[src/rtl/spq_pkg.sv]
`timescale 1ns / 1ps
// ----------------------------------------------------------------------------
// spq_pkg
// Shared types and constants of the stable priority queue.
// ----------------------------------------------------------------------------
package spq_pkg;

  localparam int unsigned CAPACITY_DEF = 16;
  localparam int unsigned DATA_W       = 32;
  localparam int unsigned PRIO_W       = 16;
  localparam int unsigned COUNT_W      = 5;

  localparam logic [DATA_W-1:0] EMPTY_DATA = DATA_W'(-100);
  localparam logic [PRIO_W-1:0] EMPTY_PRIO = PRIO_W'(-100);

  // Operation codes on kind
  localparam logic KIND_ENQ = 1'b0;
  localparam logic KIND_DEQ = 1'b1;

  typedef struct packed {
    logic              valid;
    logic [DATA_W-1:0] data;
    logic [PRIO_W-1:0] prio;
  } spq_entry_t;

  // Command broadcast to every cell in the cycle of a transfer
  typedef struct packed {
    logic              enq;
    logic              deq;
    logic [DATA_W-1:0] data;
    logic [PRIO_W-1:0] prio;
  } spq_cmd_t;

endpackage

[src/rtl/spq_cell.sv]
`timescale 1ns / 1ps
// ----------------------------------------------------------------------------
// spq_cell
// One slot of the sorted chain: compares, shifts or takes the new item.
// ----------------------------------------------------------------------------
module spq_cell (
  input  logic              clk_i,
  input  logic              rst_ni,
  input  spq_pkg::spq_cmd_t   cmd_i,
  input  spq_pkg::spq_entry_t left_i,
  input  logic              left_gt_i,
  input  spq_pkg::spq_entry_t right_i,
  output spq_pkg::spq_entry_t entry_o,
  output logic              gt_o
);
  import spq_pkg::*;

  logic              valid_q, valid_d;
  logic [DATA_W-1:0] data_q, data_d;
  logic [PRIO_W-1:0] prio_q, prio_d;
  logic              gt;

  // Strictly greater keeps equal priorities in arrival order
  assign gt = valid_q && ($signed(prio_q) > $signed(cmd_i.prio));

  always_comb begin
    valid_d = valid_q;
    data_d  = data_q;
    prio_d  = prio_q;
    if (cmd_i.enq) begin
      if (left_gt_i) begin
        // left entry moves one place towards the tail
        valid_d = left_i.valid;
        data_d  = left_i.data;
        prio_d  = left_i.prio;
      end else if (valid_q ? gt : left_i.valid) begin
        valid_d = 1'b1;
        data_d  = cmd_i.data;
        prio_d  = cmd_i.prio;
      end
    end else if (cmd_i.deq) begin
      valid_d = right_i.valid;
      data_d  = right_i.data;
      prio_d  = right_i.prio;
    end
  end

  always_ff @(posedge clk_i or negedge rst_ni) begin
    if (!rst_ni) begin
      valid_q <= 1'b0;
    end else begin
      valid_q <= valid_d;
    end
  end

  always_ff @(posedge clk_i) begin
    data_q <= data_d;
    prio_q <= prio_d;
  end

  assign entry_o = '{valid: valid_q, data: data_q, prio: prio_q};
  assign gt_o    = gt;

endmodule

[src/rtl/stable_priority_queue_unit.sv]
`timescale 1ns / 1ps
// ----------------------------------------------------------------------------
// stable_priority_queue_unit
// Bounded priority queue held as a sorted chain of cells.
// ----------------------------------------------------------------------------
// Channel  Direction  Handshake               Payload
// command  in         start_i, busy_o         kind_i, item_data_i, item_priority_i
// result   out        done_o (one cycle)      head_*_o, not_empty_o, entry_count_o,
//                                             refused_full_o, empty_pop_o
//
// A command is transferred at any edge with start_i high; busy_o stays low.
// Every cell compares against the new priority in parallel and shifts in the
// same cycle, so one command per cycle is taken and its result shows done_o in the
// cycle after the transfer. Reset empties the queue at once.
// The receiver cannot stall; results are not held.
// ----------------------------------------------------------------------------
module stable_priority_queue_unit #(
  parameter int unsigned Capacity = spq_pkg::CAPACITY_DEF
) (
  input  logic                        clk_i,
  input  logic                        rst_ni,
  input  logic                        start_i,
  output logic                        busy_o,
  input  logic                        kind_i,
  input  logic [spq_pkg::DATA_W-1:0]  item_data_i,
  input  logic [spq_pkg::PRIO_W-1:0]  item_priority_i,
  output logic                        done_o,
  output logic [spq_pkg::DATA_W-1:0]  head_data_o,
  output logic [spq_pkg::PRIO_W-1:0]  head_priority_o,
  output logic                        not_empty_o,
  output logic [spq_pkg::COUNT_W-1:0] entry_count_o,
  output logic                        refused_full_o,
  output logic                        empty_pop_o
);
  import spq_pkg::*;

  localparam int unsigned CntW = $clog2(Capacity + 1);

  spq_entry_t          entry [Capacity];
  logic [Capacity-1:0] gt;
  spq_cmd_t            cmd;
  logic                full, empty, xfer;
  logic [CntW-1:0]     count_q, count_d;
  logic                done_q, refused_q, empty_pop_q;
  logic [CntW+COUNT_W-1:0] count_ext;

  assign busy_o = 1'b0;
  assign xfer   = start_i && !busy_o;
  assign full   = entry[Capacity-1].valid;
  assign empty  = !entry[0].valid;

  assign cmd.enq  = xfer && (kind_i == KIND_ENQ) && !full;
  assign cmd.deq  = xfer && (kind_i == KIND_DEQ) && !empty;
  assign cmd.data = item_data_i;
  assign cmd.prio = item_priority_i;

  for (genvar i = 0; i < Capacity; i++) begin : g_cell
    spq_entry_t left, right;
    logic       left_gt;
    if (i == 0) begin : g_head
      // an always-valid, never-greater neighbour lets the head take the item
      assign left    = '{valid: 1'b1, data: '0, prio: '0};
      assign left_gt = 1'b0;
    end else begin : g_body
      assign left    = entry[i-1];
      assign left_gt = gt[i-1];
    end
    if (i == Capacity - 1) begin : g_tail
      assign right = '{valid: 1'b0, data: '0, prio: '0};
    end else begin : g_mid
      assign right = entry[i+1];
    end
    spq_cell u_cell (
      .clk_i    (clk_i),
      .rst_ni   (rst_ni),
      .cmd_i    (cmd),
      .left_i   (left),
      .left_gt_i(left_gt),
      .right_i  (right),
      .entry_o  (entry[i]),
      .gt_o     (gt[i])
    );
  end

  always_comb begin
    count_d = count_q;
    if (cmd.enq) begin
      count_d = count_q + CntW'(1);
    end else if (cmd.deq) begin
      count_d = count_q - CntW'(1);
    end
  end

  always_ff @(posedge clk_i or negedge rst_ni) begin
    if (!rst_ni) begin
      count_q     <= '0;
      done_q      <= 1'b0;
      refused_q   <= 1'b0;
      empty_pop_q <= 1'b0;
    end else begin
      count_q     <= count_d;
      done_q      <= xfer;
      refused_q   <= xfer && (kind_i == KIND_ENQ) && full;
      empty_pop_q <= xfer && (kind_i == KIND_DEQ) && empty;
    end
  end

  assign count_ext = {{COUNT_W{1'b0}}, count_q};

  assign done_o          = done_q;
  assign head_data_o     = empty ? EMPTY_DATA : entry[0].data;
  assign head_priority_o = empty ? EMPTY_PRIO : entry[0].prio;
  assign not_empty_o     = !empty;
  assign entry_count_o   = count_ext[COUNT_W-1:0];
  assign refused_full_o  = refused_q;
  assign empty_pop_o     = empty_pop_q;

endmodule

[config.mk]
export PLATFORM = sky130hd
export DESIGN_NAME = stable_priority_queue_unit
export DESIGN_NICKNAME = d
export VERILOG_FILES = /design/src/rtl/spq_pkg.sv /design/src/rtl/spq_cell.sv /design/src/rtl/stable_priority_queue_unit.sv
export SDC_FILE = /design/constraint.sdc
export NUM_CORES = 2
export LEC_CHECK = 0
export BUFFER_PORTS_ARGS = -buffer_cell sky130_fd_sc_hd__buf_2
export CORE_MARGIN = 5
export CORE_UTILIZATION = 50
export CTS_CLUSTER_SIZE = 16
export DETAILED_ROUTE_END_ITERATION = 12
export MAX_ROUTING_LAYER = met4
export PLACE_DENSITY = 0.69
export RECOVER_POWER = 50
export SLEW_MARGIN = 5
export SYNTH_ARGS = -nofsm -noshare
export SYNTH_HDL_FRONTEND = slang
export SYNTH_SLANG_ARGS = --single-unit
[constraint.sdc]
create_clock -name clk_i -period 5 [get_ports clk_i]
set_clock_uncertainty 0.1 [all_clocks]
set_input_delay 0.75 -clock clk_i [delete_from_list [all_inputs] [get_ports clk_i]]
set_output_delay 0.75 -clock clk_i [all_outputs]
set_load 0.005 [all_outputs]
# Word-level counts from Yosys, hierarchy flattened
# Cells that the tools add are included.
# word_totals
reg_bits	792
latchBits	0
mem_bits_rw	0
mem_bits_ro	0
inputBits	52
output_inout_bits	58
word_cells	337
mem_count	0
# classes
addsub	2
n_mul	0
div	0
order_cmp	16
eq_ne	16
n_shift	0
muxes	209
bitwise	1
reduce_logical	41
# ops
cell	count
32-bit two-way mux	64
16-bit two-way mux	64
16-bit greater-than comparator	16
1-bit two-way mux	79
3-bit by 1-bit inequality test with 1-bit output (second input constant)	15
2-bit AND reduction	16
1-bit logical AND	22
5-bit two-way mux	2
5-bit by 1-bit adder with 5-bit output (second input constant)	1
5-bit by 1-bit subtractor with 5-bit output (second input constant)	1
1-bit logical NOT	2
2-bit by 1-bit inequality test with 1-bit output (second input constant)	1
2-bit nonzero test	1
1-bit inverter	1

# Depth between registers and ports, before layout
# logic_depth
depth_word	6
ltp_mapped	11
mapped_depth_nobuf	8

# Modules after synthesis
# From an unflattened synthesis, not the netlist that was laid out.
# unflattened
hier_cells	4617
hier_area_um2	47573.1
# modules_own_cells
mod	instances	cells_per_inst	area_per_inst_um2	seq_area_each_um2
spq_cell (g_cell[2].u_cell ...)	8	285	2937.8	1466.4
spq_cell (g_cell[0].u_cell ...)	8	280	2909.0	1466.4
stable_priority_queue_unit	1	97	798.3	200.2

# Worst setup path before layout
# No wires, ideal clock.
# synth_path
kind	input port to flip-flop
start	input item_priority_i[7] (netlist bit)
end	register g_cell[5].u_cell.data_q[0] (enable)
setup_time_ps	482
t_arrival_ps	5570
t_required_ps	4418
setup_slack_ps	-1152
stages	11
n_path_buf	3
cell_sequence	inv_1 -> ha_1 -> a21oi_1 -> o21ai_1 -> a221o_1 -> or4_1 -> clkbuf_1 -> and2_1 -> buf_2 -> buf_6 -> a31oi_1
# synth_via
elab_chain_cells	5
word_cells_on_any_way	7
cone_classes	order compare (2); eq/ne (1); mux (1); reduce/logical (3)
# synth_lines
item	line_no	rtl
start: declaration	stable_priority_queue_unit.sv:26	input logic [spq_pkg::PRIO_W-1:0] item_priority_i,
16-bit greater-than comparator	spq_cell.sv:24	assign gt = valid_q && ($signed(prio_q) > $signed(cmd_i.prio));
1-bit logical AND	spq_cell.sv:24	
1-bit two-way mux	spq_cell.sv:36	end else if (valid_q ? gt : left_i.valid) begin
3-bit by 1-bit inequality test with 1-bit output (no line) (*)	-	
2-bit AND reduction (no line) (*)	-	
end signal: assignment	spq_cell.sv:57	data_q <= data_d;
end: declaration	spq_cell.sv:19	logic [DATA_W-1:0] data_q, data_d;
# Every way passes the cells marked *; elsewhere a longest branch is shown, timed or not.
# A chain may end at the register's enable or synchronous reset.

# Worst setup path in the final report
# layout_path
start	input start_i
end	register g_cell[12].u_cell.data_q[21] (enable)
# layout_via
elab_chain_cells	4
word_cells_on_any_way	7
cone_classes	eq/ne (1); reduce/logical (6)
# layout_lines
item	line_no	rtl
start: declaration	stable_priority_queue_unit.sv:22	input logic start_i,
1-bit logical AND, on equally long branches (2 in series)	stable_priority_queue_unit.sv:52, stable_priority_queue_unit.sv:53	
3-bit by 1-bit inequality test with 1-bit output (no line) / 2-bit nonzero test (equally long branches)	-	
2-bit AND reduction (no line) (*)	-	
end signal: assignment	spq_cell.sv:57	
end: declaration	spq_cell.sv:19	
# Marks and branches as above.

==> reports/results.ini <==
[floorplan]
coreArea_mm2 = 0.0933
num_io_pins = 110
rows = 112
die_area_mm2 = 0.100
fp.dieH_um = 317
initial_core_util_pct = 50.4
die_w_um = 317

[setup_path]
path_max_fanout = 57
worstReg2RegStart = g_cell[0].u_cell.valid_q
r2r_setup_slack_ps = 650
reg2reg_depth = 6
arrival_ps = 4760
path_cells = clkbuf_1, inv_1, nor3_1, buf_12, inv_8, and2_1, a41oi_1, clkbuf_4
cp_data_required_time_ps = 5180
r2r-end = g_cell[2].u_cell.data_q[12]
start_kind = input pin
path_class = input pin to flop
cpPeakStageDelay_ps = 930
cp-end-kind = flop
cpMaxStageDelayCell = and2_1

[synth]
synth_edf_count = 768
ys_seq_elements = 792
synth_top_area_share_pct = 49.0
ys_types = 63
synth_area_leaders = edfxtp_1, a221o_1, a21oi_1
synth_cells = 4572
netlist_area_mm2 = 0.0471
async_flop_share_pct = 3.03
synth_top_cell_by_area = edfxtp_1
yosysWarnings = 0
avgSynthCellArea_um2 = 10.3
ys_seq_area_share_pct = 50.3
ys.flop_type = edfxtp_1
synth_fp_nets = 4868

[min_path]
hold_path_class = input pin to flop
holdPathEnd = refused_full_o
holdPathStages = 2
min_from = kind_i

[placement]
portBuffers = 108
place_inst = 5589
globalplace.congestion = 0.934
placed_area_mm2 = 0.0493
hpwl_mm = 108

[global_routing]
grt_pass1_vias = 38100
grt_overflow = 0
grt_antenna_before_repair = 4
grt_first_pass_wirelength_mm = 244
grt_max_degree = 229
grt.total_usage_pct = 32.1

[route]
detail_route.wl_per_cell_um = 28.1
vias_per_cell = 7.03
drt_first_pass_iters = 6
routed_wirelength_mm = 162
vias = 40400
dr.first_iter.drc_count = 6435
drc = 0
route.antenna.remaining_nets = 0

[sta]
fin_crit_ps = 4580
worstMarginPinSlew_ps = 2240
finalMaxSlewViolations = 384
relSlewSlack_pct = -49.6
hold_violations = 0
holdWs_ps = 247
fin_crit_sh_pct = 91.6
rsz0062_at_grt = no
setup_viol = 0
tns_ps = 0
fmax_mhz = 218

[layout]
drive_above_1_share_pct = 8.20
design_area_mm2 = 0.0515
fillCellCount = 8063
area_delta_synth_final_pct = 9.51
nets = 4718
most-common-layout-cells = edfxtp_1, nand2_1, a21oi_1
fin_cells = 5744
final_common_cell = edfxtp_1

[clocking]
cts.sinks = 792
root_buffer = clkbuf_16
cts_made_buffers = 85
clkLatencyLatePin_ps = 670
postCtsHoldBufs = 0
cts_max_path_buffers = 3
cts_tree = built
clk_pin_slew_worst_paths_ps = 60
cts-resized-gates = 0
post-cts-setup-buffers = 0
htreeDepth = 3

[power]
power_density_mw_per_mm2 = 277
leakage_nw = 16.7
peakVddDrop_mv = 0.234

[outcome]
status = finished, violations left
violations = capacitance limit, slew limit

[flow_run]
drv_cap = 7

[worst max path at each step]
| stage | from | endpoint |
|---|---|---|
| 4_1_cts | item_priority_i[15] | g_cell[10].u_cell.data_q[9] |
| 6_report | start_i | g_cell[12].u_cell.data_q[21] |
| 3_3_place_gp | item_priority_i[15] | g_cell[10].u_cell.data_q[10] |
| 2_1_floorplan | item_priority_i[7] | g_cell[5].u_cell.data_q[0] |
| 3_5_place_dp | item_priority_i[15] | g_cell[10].u_cell.data_q[9] |
| 5_1_grt | item_priority_i[6] | g_cell[14].u_cell.data_q[12] |
[state kept, by name (all words and copies together) (netlist names)]
signal / flops
g_cell.u_cell.data_q: 512
g_cell.u_cell.prio_q: 256
g_cell.u_cell.valid_q: 16
entry_count_o: 5
done_o: 1
empty_pop_o: 1
refused_full_o: 1
[cell usage after synthesis, types with 3 or more instances]
cell,number
ha_1,243
o41a_1,7
clkbuf_1,373
nor2_1,198
or4_1,8
a221o_1,485
o2111ai_1,91
edfxtp_1,768
buf_6,15
nand3_1,57
a21o_1,27
buf_2,60
o21ai_0,117
buf_4,3
buf_1,47
a211oi_1,13
nand4_1,51
inv_1,48
a2111oi_0,7
and4_1,11
a31oi_1,108
dfrtp_1,24
and2_1,51
a41oi_1,7
mux2i_1,49
o211ai_1,120
nand2b_1,59
o21ai_1,7
nor4_1,101
nor2b_1,17
a21oi_1,616
o22a_1,10
o311ai_1,7
nand2_1,710
nor3_1,9
and3_1,3
o21a_1,7
[logic make-up (layout without fill, tap and decap cells)]
kind of cell | Yosys count | after routing | synth area share (%)
compound gates | 1653 | 1653 | 25.2
xor+xnor | 4 | 4 | 0.0745
fa+ha+maj | 244 | 244 | 6.50
buf+inv | 547 | 463 | 4.79
flops | 792 | 792 | 50.3
mux | 49 | 49 | 1.04
other cells | 1 | 3 | 0.00797
simple gates | 1282 | 1282 | 12.1
[area by class of cell]
type / instances / area (um2) / share of cell area, %
well taps: 1254 / 1570 / 3.04
clock buffers: 103 / 2190 / 4.26
clock inverters: 50 / 429 / 0.833
diodes: 2 / 5.00 / 0.00971
multi-input cells: 3233 / 21600 / 41.9
inverters: 49 / 191 / 0.371
repair buffers: 261 / 1910 / 3.71
flip-flops and latches: 792 / 23700 / 45.9
[per-layer routing]
layer	vias to the layer above	track usage [%]	wire length, um
met4	0	7.87	3770
met1	19500	46.5	67200
met5	-	-	0
met3	261	11.1	24600
li1	17700	-	-
met2	2879	43.2	66000
[critical path, delay by kind of cell]
kind / cells / cell delay (ps)
buffers and inverters: 5 / 1850
AND/OR/NAND/NOR: 2 / 1480
AO/OA/AOI/OAI: 1 / 530
[per-stage QoR]
stage	util, %	setup WS (ps)	total power, W
after global routing	55.2	421	0.0146
after detailed placement	52.8	477	0.00816
final	55.2	419	0.0143
after CTS	55.6	1140	0.0143
after global placement	52.8	513	0.00815
after floorplan	-	16.5	0.00780
[where the power goes]
part | internal, W | switching (W)
Combinational | 0.000218 | 0.000639
Sequential | 0.00717 | 0.0000143
Clock | 0.00344 | 0.00277
Total | 0.0108 | 0.00342
Note: power is estimated with default switching activity, not from simulation.
